--- src/rtl/core/dsu_pkg.sv ---
// ---------------------------------------------------------------------------
// dsu_pkg
// Types and constants of the disjoint-set union-find store.
// ---------------------------------------------------------------------------
package dsu_pkg;

  localparam int ELEM_W  = 10;
  localparam int RANK_W  = 4;
  localparam int CMD_W   = 2;
  localparam int APB_W   = 32;
  localparam int PADDR_W = 3;

  localparam logic [RANK_W-1:0] RANK_MAX         = 4'd15;
  localparam logic [ELEM_W-1:0] ELEM_COUNT_RESET = 10'd1023;

  // Command codes
  localparam logic [CMD_W-1:0] CMD_FIND        = 2'd0;
  localparam logic [CMD_W-1:0] CMD_UNION_RANK  = 2'd1;
  localparam logic [CMD_W-1:0] CMD_UNION_INDEX = 2'd2;
  localparam logic [CMD_W-1:0] CMD_CLEAR       = 2'd3;

  // Register index (paddr bit 2)
  localparam logic REG_ELEMENT_COUNT = 1'b0;

  typedef struct packed {
    logic [CMD_W-1:0]  cmd;
    logic [ELEM_W-1:0] first_element;
    logic [ELEM_W-1:0] second_element;
  } in_item_t;

  typedef struct packed {
    logic [ELEM_W-1:0] root_index;
    logic [ELEM_W-1:0] classes_left;
    logic              merged;
    logic              bad_index;
  } out_item_t;

endpackage

--- src/rtl/core/dsu_cfg.sv ---
// ---------------------------------------------------------------------------
// dsu_cfg
// APB-style register slice holding the element count.
// ---------------------------------------------------------------------------
module dsu_cfg
  import dsu_pkg::*;
(
  input  logic               clk,
  input  logic               rst_n,
  input  logic               psel,
  input  logic               penable,
  input  logic               pwrite,
  input  logic [PADDR_W-1:0] paddr,
  input  logic [APB_W-1:0]   pwdata,
  output logic [APB_W-1:0]   prdata,
  output logic               pready,
  output logic [ELEM_W-1:0]  element_count
);

  logic [ELEM_W-1:0] element_count_r;
  logic [ELEM_W-1:0] element_count_nxt;

  always_comb begin
    element_count_nxt = element_count_r;
    if (psel && penable && pwrite && (paddr[2] == REG_ELEMENT_COUNT)) begin
      element_count_nxt = pwdata[ELEM_W-1:0];
    end
  end

  always_ff @(posedge clk) begin
    if (!rst_n) begin
      element_count_r <= ELEM_COUNT_RESET;
    end else begin
      element_count_r <= element_count_nxt;
    end
  end

  always_comb begin
    prdata = '0;
    if (paddr[2] == REG_ELEMENT_COUNT) begin
      prdata = {{(APB_W-ELEM_W){1'b0}}, element_count_r};
    end
  end

  assign pready        = 1'b1;
  assign element_count = element_count_r;

endmodule

--- config.mk ---
export PLATFORM = sky130hd
export DESIGN_NAME = dsu_cfg
export DESIGN_NICKNAME = d
export VERILOG_FILES = /design/src/rtl/core/dsu_pkg.sv /design/src/rtl/core/dsu_cfg.sv
export SDC_FILE = /design/constraint.sdc
export NUM_CORES = 1
export LEC_CHECK = 0
export BUFFER_PORTS_ARGS = -buffer_cell sky130_fd_sc_hd__buf_4
export CORE_UTILIZATION = 32
export DETAILED_ROUTE_END_ITERATION = 16
export PLACE_DENSITY = 0.78
export SLEW_MARGIN = 20
export SYNTH_ARGS = -nofsm -noshare
export SYNTH_HDL_FRONTEND = slang
export SYNTH_SLANG_ARGS = --single-unit
--- constraint.sdc ---
create_clock -name clk -period 0.91 [get_ports clk]
set_input_delay 0.0455 -clock clk [delete_from_list [all_inputs] [get_ports clk]]
set_output_delay 0.0455 -clock clk [all_outputs]
set_load 0.005 [all_outputs]
==> results.md, run 1 <==
* Starting Density at between 30% and 40%
* ANT nets after route at 0
* Flop pwr share at 42.3%
* Number of synthesized flops with an enable pin at 0
* WHS Endpoint: element_count[8]$_SDFFE_PN1P_
* Critical-path cell list: nor2b_2 -> buf_4
* CP Max Fanout at 2
* Clock power share at 36.2%
* Sw frac at 22.9%
* DR vias/cell at 3.91
* Hold_buf cts at 0
* Comb pwr share at 21.5%
* Vias in the first global route at 467
* Die Ht at a little under 50 um
* CP required at approximately 0.86 ns
* DP Wirelength at 953 um
* CP bufs+invs at 1
* CTS root buf: clkbuf_4
* Worst min-delay path startpoint: pwdata[8]
* Total number of vias at ~570
* Yosys cell types at 8
* Routability-driven placement congestion ratio at between 0.6 and 0.7
* Crit share post-route at 98.4%
* Nets at roughly 160
* P_sw at between 0.0002 and 0.00025 W
* Seq cells post-synth at 10
* Critical path endpoint category: output port
* GRT overflow at 0
* Post-synth top cells: nor2b_1, buf_4, dfxtp_1, mux2i_1, clkbuf_1
* Max reg flops at 10
* Port buffer count at 35
* Hold WC Path Type: input pin to flop
* LEAKAGE at 0.473 nW
* RR Endpoint: element_count[6]$_SDFFE_PN1P_
* Number of detailed-route iterations in the first pass at 1
* Most numerous cell in the Yosys netlist: nor2b_1
* Clock Sinks at 10
* Die Area at around 0.0024 sq mm
* Die W at 48.8 um
* Worst path max stage delay at approximately 0.32 ns
* Area grow syn2layout at 44.8%
* Register area share after synthesis at between 20 and 30%
* Post-route minimum period at 0.895 ns
* Cell Pwr Density at 1060 mW/mm^2
* Reg clk slew, reported paths at approximately 0.07 ns
* Top-area cell type share of the netlist area at ~29%
* Clk Latency, worst-skew pair at 0.25 ns
* Ant. Diodes at 0
* Post-synthesis async set-or-reset flop share at 0%
* Critical Path AT at 0.85 ns
* Number of cells on the worst hold path at 3
* Area leader, netlist: dfxtp_1
* Top delay family on crit path: flip-flops
* DRC viols at 0
* Clock Skews at 0 ns
* WL/cell at roughly 9.1 um
* Final setup viols at 0
* Reg2reg start: element_count[6]$_SDFFE_PN1P_
* Final hold vios at 0
* Post-DP Area at 908 sq um
* CTS tree: done
* Primary FF master, synth: dfxtp_1
* CP Launch Type: flop
* Core ar. at 0.00200 sq mm
* Crit Path Category: flop to output port
* Total wire length at ~1.3 mm
* RSZ-0062 raised after global routing: true
* Peak supply drop at between 0.7 and 0.8 mV
* Htree depth at 1
* R2R depth at 3
* Int Power at 0.000832 W
* Fin area at 0.00101 sq mm
* Final max-slew violation count at 0
* Cells after Synth at 80
* Global-route wire length before repair at 2.09 mm
* Yosys warning count at 0
* Clk buf depth at 2
* F_max at roughly 1100 MHz
* Synth top area cells: dfxtp_1, nor2b_1, buf_4, mux2i_1, buf_6
* CP max stage cell: dfxtp_2
* R2R setup slack at 0.17 ns
* Max cap viols at 0
* Largest net degree at the start of global routing at 21
* # rows at 16
* 1st-iter DRT viols at 0
* I/O Pins at 83
* Power Total at 0.00108 W
* Share of cells above drive strength 1 at 50.0%
* Synthesized cell area at roughly 700 sq um
* Total CTS buffers at 3
* Status: finished clean
* Total Routing Usage GR at 11.4%
* Initial antenna violation count at 0
* Mean Syn Cell Area at 8.76 sq um
[metrics by stage]
step                worst slack (ns)  setup TNS (ns)  std cells  utilization [%]  hold WS, ns
global route                 -0.0348          -0.168        145             50.7       0.0385
global placement              0.0585               0        138             45.4        0.298
CTS                          0.00292               0        142             48.2       0.0290
finish                        0.0148               0        145             50.7       0.0382
detailed placement            0.0452               0        138             45.4        0.313
floorplan                      0.237               0        101                -        0.212
[how the worst max path moves through the flow]
stage / start / end / slack [ns] / depth (start not counted)
2_1_floorplan: paddr[2] / element_count[0]$_SDFFE_PN1P_ / 0.24 / 3
4_1_cts: element_count[6]$_SDFFE_PN1P_ / prdata[6] / 0.003 / 2
6_report: element_count[6]$_SDFFE_PN1P_ / prdata[6] / 0.01 / 2
5_1_grt: element_count[0]$_SDFFE_PN1P_ / prdata[0] / -0.03 / 2
3_3_place_gp: paddr[2] / element_count[7]$_SDFFE_PN1P_ / 0.06 / 4
3_5_place_dp: paddr[2] / element_count[7]$_SDFFE_PN1P_ / 0.05 / 4
[cell type report]
type / instances / area (sq um)
clock buffers: 4 / 36.3
fillers: 202 / 987
multi-input cells: 64 / 412
flip-flops and latches: 10 / 213
well taps: 27 / 33.8
repair buffers: 40 / 320
[worst min-delay path, delay by kind of cell]
kind	cells	cell delay, ns
multiplexers	1	0.10
buffers and inverters	1	0.08
AND/OR/NAND/NOR	1	0.03
[timing repair]
item / CTS / global route
buffers inserted: 0 / 3
gates resized for setup: 12 / 7
gates cloned: 0 / 0
setup endpoints to repair: 10 / 10
[metal layers]
metal,global-route usage [%],wire length [um],vias to the layer above
met5,0,0,-
met4,4.41,0,0
met3,2.49,119,0
met2,20.1,660,42
met1,13.2,540,249
li1,-,-,276
[power by group through the flow]
stage	Sequential, W	Combinational [W]	Clock, W
after CTS	0.000456	0.000216	0.000412
after global routing	0.000457	0.000258	0.000436
final	0.000456	0.000232	0.000391
after floorplan	0.000464	0.000165	0
after global placement	0.000464	0.000208	0
after detailed placement	0.000464	0.000212	0
[cells in the final DEF (no fill, tap or decap), types with 2 or more instances in the layout]
master     n
buf_6      2
nor2b_2    2
conb_1    23
mux2i_1   10
buf_4     37
nor2b_1   25
nor2b_4    3
dfxtp_2   10
clkbuf_4   3
[cell families after synthesis]
| family | share of synthesized area, % |
|---|---|
| buffers and inverters | 27.9 |
| flip-flops | 28.6 |
| multiplexers | 14.3 |
| other | 1.07 |
| AND/OR/NAND/NOR | 28.2 |
Power figures use the tool's default switching activity.
==> run 2, diff against run 1 <==
Settings changed: CORE_MARGIN set to 2.
==> run 2 against run 1 <==
Utilization grew 1.3 points; die area grew 8.4%; routed wire length grew 5.6%; non-clock buffer count shrank 1; global-route usage shrank 0.19 points; sequential share of layout area shrank 0.72 points; via count shrank 0.53%; register-to-register slack gained 0.03 ns; total power grew 2.7%; largest power group unchanged.
==> results.md, run 2 (synthesized netlist as in run 1, its figures left out) <==
* I/O Pins at 83 (unchanged)
* Flop pwr share at 41.2% (was 42.3%)
* Crit Path Category: flop to output port (unchanged)
* # rows at 16 (unchanged)
* Die W at 50.8 um (was 48.8 um)
* Global-route wire length before repair at 2.13 mm (was 2.09 mm)
* Die Ht at 50.8 um (was 48.8 um)
* Final max-slew violation count at 0 (unchanged)
* Crit share post-route at 98.9% (was 98.4%)
* Share of cells above drive strength 1 at 51.3% (was 50.0%)
* Hold_buf cts at 0 (unchanged)
* Total CTS buffers at 3 (unchanged)
* Clock Sinks at 10 (unchanged)
* Cell Pwr Density at 1050 mW/mm^2 (was 1060 mW/mm^2)
* Post-route minimum period at 0.900 ns (was 0.895 ns)
* Final hold vios at 0 (unchanged)
* 1st-iter DRT viols at 2 (was 0)
* Routability-driven placement congestion ratio at 0.669 (was 0.654)
* Reg clk slew, reported paths at 0.08 ns (was 0.07 ns)
* F_max at 1110 MHz (was 1120 MHz)
* Largest net degree at the start of global routing at 21 (unchanged)
* Clk Latency, worst-skew pair at 0.25 ns (about the same)
* CP Launch Type: flop (unchanged)
* Critical-path cell list: nor2b_1 -> buf_4 (was nor2b_2 -> buf_4)
* Comb pwr share at 22.7% (was 21.5%)
* DR vias/cell at 3.92 (was 3.91)
* Post-Route Setup TNS at 0 ns (unchanged)
* Clock power share at 36.1% (was 36.2%)
* Ant. Diodes at 0 (unchanged)
* Critical Path AT at 0.85 ns (about the same)
* DP Wirelength at 1.04 mm (was 953 um)
* Int Power at 0.000845 W (was 0.000832 W)
* CP max stage cell: dfxtp_2 (unchanged)
* Total Routing Usage GR at 11.2% (was 11.4%)
* Most common cell after layout, fill and taps aside: buf_4 (unchanged)
* Total number of vias at 564 (was 567)
* Top delay family on crit path: flip-flops (unchanged)
* Clk buf depth at 2 (unchanged)
* Hold WC Path Type: input pin to flop (unchanged)
* Max cap viols at 0 (unchanged)
* CP required at 0.86 ns (about the same)
* P_sw at 0.000264 W (was 0.000247 W)
* CTS root buf: clkbuf_4 (unchanged)
* CP Max Fanout at 3 (was 2)
* Number of detailed-route iterations in the first pass at 3 (was 1)
* Core ar. at 0.00202 sq mm (was 0.00200 sq mm)
* ANT nets after route at 0 (unchanged)
* Post-Layout Cell Count at 144 (was 145)
* Port buffer count at 35 (unchanged)
* Max reg flops at 10 (unchanged)
* Nets at 158 (was 159)
* CTS tree: done (unchanged)
* Starting Density at 34.7% (was 35.0%)
* Status: finished clean (unchanged)
* Final setup viols at 0 (unchanged)
* Htree depth at 1 (unchanged)
* WL/cell at 9.68 um (was 9.10 um)
* LEAKAGE at 0.510 nW (was 0.473 nW)
* Initial antenna violation count at 0 (unchanged)
* Cells after DPL at 138 (unchanged)
* Die Area at 0.00258 sq mm (was 0.00238 sq mm)
* Critical path endpoint category: output port (unchanged)
* GRT overflow at 0 (unchanged)
* Clock Skews at 0 ns (unchanged)
* CP bufs+invs at 1 (unchanged)
* Most frequent cells in the layout: buf_4, nor2b_1, conb_1, mux2i_1, dfxtp_2 (unchanged)
* Peak supply drop at 0.580 mV (was 0.788 mV)
* Filler Cell Count at 200 (was 202)
* Finished Core Util at 52.0% (was 50.7%)
* Worst path max stage delay at 0.33 ns (was 0.32 ns)
* Area grow syn2layout at 50.0% (was 44.8%)
* Sw frac at 23.8% (was 22.9%)
* Vias in the first global route at 493 (was 467)
* RSZ-0062 raised after global routing: true (unchanged)
* DRC viols at 0 (unchanged)
* Total wire length at 1.39 mm (was 1.32 mm)
-- run 2: layout make-up --
class / count / area [sq um] / area share, %
clock buffers: 4 / 36.3 / 3.45
multi-input cells: 64 / 437 / 41.5
flip-flops and latches: 10 / 213 / 20.2
well taps: 27 / 33.8 / 3.21
repair buffers: 39 / 332 / 31.5
-- run 2: metrics by stage --
stage	power [W]	hold WS (ns)	area [sq um]	setup slack, ns
after floorplan	0.000629	0.212	779	0.237
after global placement	0.000673	0.298	908	0.0567
after detailed placement	0.000676	0.315	908	0.0404
after CTS	0.00109	0.0279	963	-0.00126
after global routing	0.00118	0.0215	1050	-0.0273
final	0.00111	0.0333	1050	0.00973
-- run 2: power groups by stage --
stage	Combinational, W	Clock [W]	Sequential [W]
floorplan	0.000165	0	0.000464
global placement	0.000209	0	0.000464
detailed placement	0.000212	0	0.000464
CTS	0.000215	0.000417	0.000456
global route	0.000276	0.000443	0.000458
finish	0.000251	0.000401	0.000456
-- run 2: tightest hold or removal path, stage by stage --
cell	delay, ns
buf_4	0.07
nor2b_1	0.03
mux2i_1	0.11
-- run 2: worst paths after layout --
path / from / endpoint / slack (ns) / cells past startpoint
setup / recovery: element_count[7]$_SDFFE_PN1P_ / prdata[7] / 0.01 / 2
hold / removal: pwdata[7] / element_count[7]$_SDFFE_PN1P_ / 0.03 / 3
setup reg to reg: element_count[5]$_SDFFE_PN1P_ / element_count[5]$_SDFFE_PN1P_ / 0.20 / 3
hold reg to reg: element_count[7]$_SDFFE_PN1P_ / element_count[7]$_SDFFE_PN1P_ / 0.53 / 2
-- run 2: per-layer routing --
metal / global-route usage (%) / vias up / share of wire, %
met2: 18.9 / 45 / 48
met1: 12.6 / 243 / 40
met4: 5.41 / 0 / 0
met5: 0 / - / 0
li1: - / 276 / -
met3: 3.57 / 0 / 12
-- run 2: timing repair --
action                                  CTS  global route
endpoints found under the setup margin    9            10
setup buffers                             0             2
gates resized for setup                  11            18
==> run 3, diff against run 2 <==
Settings changed: ABC_AREA set to 1, CORE_UTILIZATION 32 to 31, PLACE_DENSITY 0.78 to 0.79.
==> run 3 against run 2 <==
Via count grew 9.2%; utilization fell by 6.0 points; total power down 9.0%; largest cell class is now non-clock buffers; largest power group unchanged.
==> results.md, run 3 <==
* Critical Path AT at 0.85 ns (about the same)
* Most common cell after layout, fill and taps aside: buf_4 (unchanged)
* Cell Pwr Density at 1120 mW/mm^2 (was 1050 mW/mm^2)
* Ant. Diodes at 0 (unchanged)
* Comb pwr share at 23.6% (was 22.7%)
* 1st-iter DRT viols at 2 (unchanged)
* Die Ht at 49.6 um (was 50.8 um)
* Htree depth at 1 (unchanged)
* ANT nets after route at 0 (unchanged)
* Yosys warning count at 0 (unchanged)
* F_max at 1110 MHz (about the same)
* Number of detailed-route iterations in the first pass at 2 (was 3)
* Sw frac at 26.8% (was 23.8%)
* Filler Cell Count at 223 (was 200)
* Number of synthesized flops with an enable pin at 0 (unchanged)
* Clk Latency, worst-skew pair at 0.26 ns (was 0.25 ns)
* Hold WC Path Type: input pin to flop (unchanged)
* Reg clk slew, reported paths at 0.07 ns (was 0.08 ns)
* Global-route wire length before repair at 1.88 mm (was 2.13 mm)
* RSZ-0062 raised after global routing: true (unchanged)
* CP Launch Type: flop (unchanged)
* Total wire length at 1.39 mm (about the same)
* R2R setup slack at 0.24 ns (was 0.20 ns)
* Initial antenna violation count at 0 (unchanged)
* Total Routing Usage GR at 10.4% (was 11.2%)
* Post-route minimum period at 0.900 ns (about the same)
* # rows at 16 (unchanged)
* Peak supply drop at 0.522 mV (was 0.580 mV)
* CP Max Fanout at 3 (unchanged)
* DR vias/cell at 3.87 (was 3.92)
* Share of cells above drive strength 1 at 48.5% (was 51.3%)
* Reg2reg start: element_count[5]$_SDFFE_PN1P_ (unchanged)
* Starting Density at 32.8% (was 34.7%)
* Max reg flops at 10 (unchanged)
* LEAKAGE at 0.555 nW (was 0.510 nW)
* Vias in the first global route at 444 (was 493)
* CTS root buf: clkbuf_4 (unchanged)
* Finished Core Util at 46.0% (was 52.0%)
* Port buffer count at 35 (unchanged)
* GRT overflow at 0 (unchanged)
* CP required at 0.86 ns (about the same)
* Clock Sinks at 10 (unchanged)
* Critical path endpoint category: output port (unchanged)
* Clock Skews at 0 ns (unchanged)
* Final max-slew violation count at 0 (unchanged)
* Total CTS buffers at 3 (unchanged)
* Most numerous cell in the Yosys netlist: buf_4 (was nor2b_1)
* Largest net degree at the start of global routing at 11 (was 21)
* Total number of vias at 616 (was 564)
* Yosys cell types at 12 (was 8)
* Register area share after synthesis at 31.1% (was 28.6%)
* Die W at 49.6 um (was 50.8 um)
* Status: finished clean (unchanged)
* DP Wirelength at 1.12 mm (was 1.04 mm)
* Post-synthesis async set-or-reset flop share at 0% (unchanged)
* CP Launch Point: element_count[2]$_SDFFE_PN1P_ (was element_count[7]$_SDFFE_PN1P_)
* Setup crit end: prdata[2] (was prdata[7])
* Flop pwr share at 46.5% (was 41.2%)
* Mean Syn Cell Area at 6.85 sq um (was 8.76 sq um)
* Top-area cell type share of the netlist area at 31.1% (was 28.6%)
* RR Endpoint: element_count[5]$_SDFFE_PN1P_ (unchanged)
* Int Power at 0.000738 W (was 0.000845 W)
* Max cap viols at 0 (unchanged)
* Clock power share at 29.9% (was 36.1%)
* Hold_buf cts at 0 (unchanged)
* P_sw at 0.000270 W (was 0.000264 W)
* Synthesized cell area at 644 sq um (was 701 sq um)
* Crit Path Category: flop to output port (unchanged)
* WL/cell at 8.71 um (was 9.68 um)
* Final setup viols at 0 (unchanged)
* Routability-driven placement congestion ratio at 0.703 (was 0.669)
* Primary FF master, synth: dfxtp_1 (unchanged)
* Synth top area cells: dfxtp_1, buf_4, nand3_1, inv_1, nand2_1 (was dfxtp_1, nor2b_1, buf_4, mux2i_1, buf_6)
* Seq cells post-synth at 10 (unchanged)
* R2R depth at 3 (unchanged)
* I/O Pins at 83 (unchanged)
* Nets at 174 (was 158)
* Post-synth top cells: buf_4, nand3_1, inv_1 (was nor2b_1, buf_4, dfxtp_1, mux2i_1, clkbuf_1)
* Core ar. at 0.00196 sq mm (was 0.00202 sq mm)
* DRC viols at 0 (unchanged)
* Final hold vios at 0 (unchanged)
* Cells after Synth at 94 (was 80)
* Area leader, netlist: dfxtp_1 (unchanged)
* Die Area at 0.00246 sq mm (was 0.00258 sq mm)
* Clk buf depth at 2 (unchanged)
* Area grow syn2layout at 40.0% (was 50.0%)
* Most frequent cells in the layout: buf_4, conb_1, nand3_1, nand2_1, dfxtp_2 (was buf_4, nor2b_1, conb_1, mux2i_1, dfxtp_2)
* Power Total at 0.00101 W (was 0.00111 W)
* Crit share post-route at 98.9% (about the same)
* CTS tree: done (unchanged)
==> run 3: changes by cell type after synthesis, moves of 3 or more <==
cell | previous run | this run
nor2b_1 | 30 | 0
nand3_1 | 0 | 20
inv_1 | 0 | 12
nand2_1 | 0 | 11
mux2i_1 | 10 | 0
nor2_1 | 0 | 10
clkbuf_1 | 3 | 0
==> run 3: how the worst min path moves through the flow <==
stage / startpoint / endpoint / slack [ns] / cells after the start
after floorplan: pwdata[0] / element_count[0]$_SDFFE_PN1P_ / 0.20 / 2
after global placement: pwdata[4] / element_count[4]$_SDFFE_PN1P_ / 0.29 / 3
after detailed placement: pwdata[3] / element_count[3]$_SDFFE_PN1P_ / 0.29 / 3
after CTS: pwdata[3] / element_count[3]$_SDFFE_PN1P_ / 0.02 / 3
after global routing: pwdata[3] / element_count[3]$_SDFFE_PN1P_ / 0.02 / 3
final: pwdata[3] / element_count[3]$_SDFFE_PN1P_ / 0.02 / 3
==> run 3: logic make-up (layout without fill, tap and decap cells) <==
logic type    Yosys count  count (layout)  share of synthesized area, %
simple gates           43              43                          29.7
other cells             2              23                          1.17
buf+inv                39              56                          38.1
flops                  10              10                          31.1
==> run 3: layout make-up <==
cell class,instances,area [sq um],share of cell area [%]
repair buffers,41,308,34.1
multi-input cells,66,280,31.1
flip-flops and latches,10,213,23.6
inverters,12,45.0,4.99
well taps,27,33.8,3.74
clock buffers,3,22.5,2.50
==> run 3: per-layer routing <==
layer / vias to the layer above / GRT usage, % / part of all wire (%)
met2: 28 / 17.6 / 55
met4: 0 / 5.56 / 0
met5: - / 0 / 0
met3: 0 / 3.94 / 8.4
met1: 270 / 11.2 / 36
li1: 318 / - / -
==> run 3: critical path, cell delays in order (launching register included) <==
cell,delay (ns)
dfxtp_2,0.34
inv_2,0.03
nor2_1,0.10
buf_4,0.12
==> run 3: stage by stage <==
| step | hold slack [ns] | cells | setup slack, ns | setup TNS (ns) | instance area (sq um) |
|---|---|---|---|---|---|
| floorplan | 0.203 | 115 | 0.353 | 0 | 723 |
| global placement | 0.287 | 153 | 0.214 | 0 | 842 |
| detailed placement | 0.294 | 153 | 0.185 | 0 | 842 |
| CTS | 0.0180 | 156 | 0.000577 | 0 | 871 |
| global route | 0.0241 | 159 | -0.0290 | -0.0932 | 902 |
| finish | 0.0223 | 159 | 0.0104 | 0 | 902 |
==> run 3: power by group through the flow <==
stage | combinational (W) | sequential, W | clock [W]
finish | 0.000238 | 0.000469 | 0.000301
global route | 0.000264 | 0.000471 | 0.000327
CTS | 0.000230 | 0.000467 | 0.000308
detailed placement | 0.000230 | 0.000475 | 0
global placement | 0.000225 | 0.000475 | 0
floorplan | 0.000171 | 0.000475 | 0
==> run 3: what timing repair did <==
item                       CTS  global route
gates resized for setup      5            13
pin swaps                    0             2
setup endpoints to repair    5            10
buffers inserted             0             3
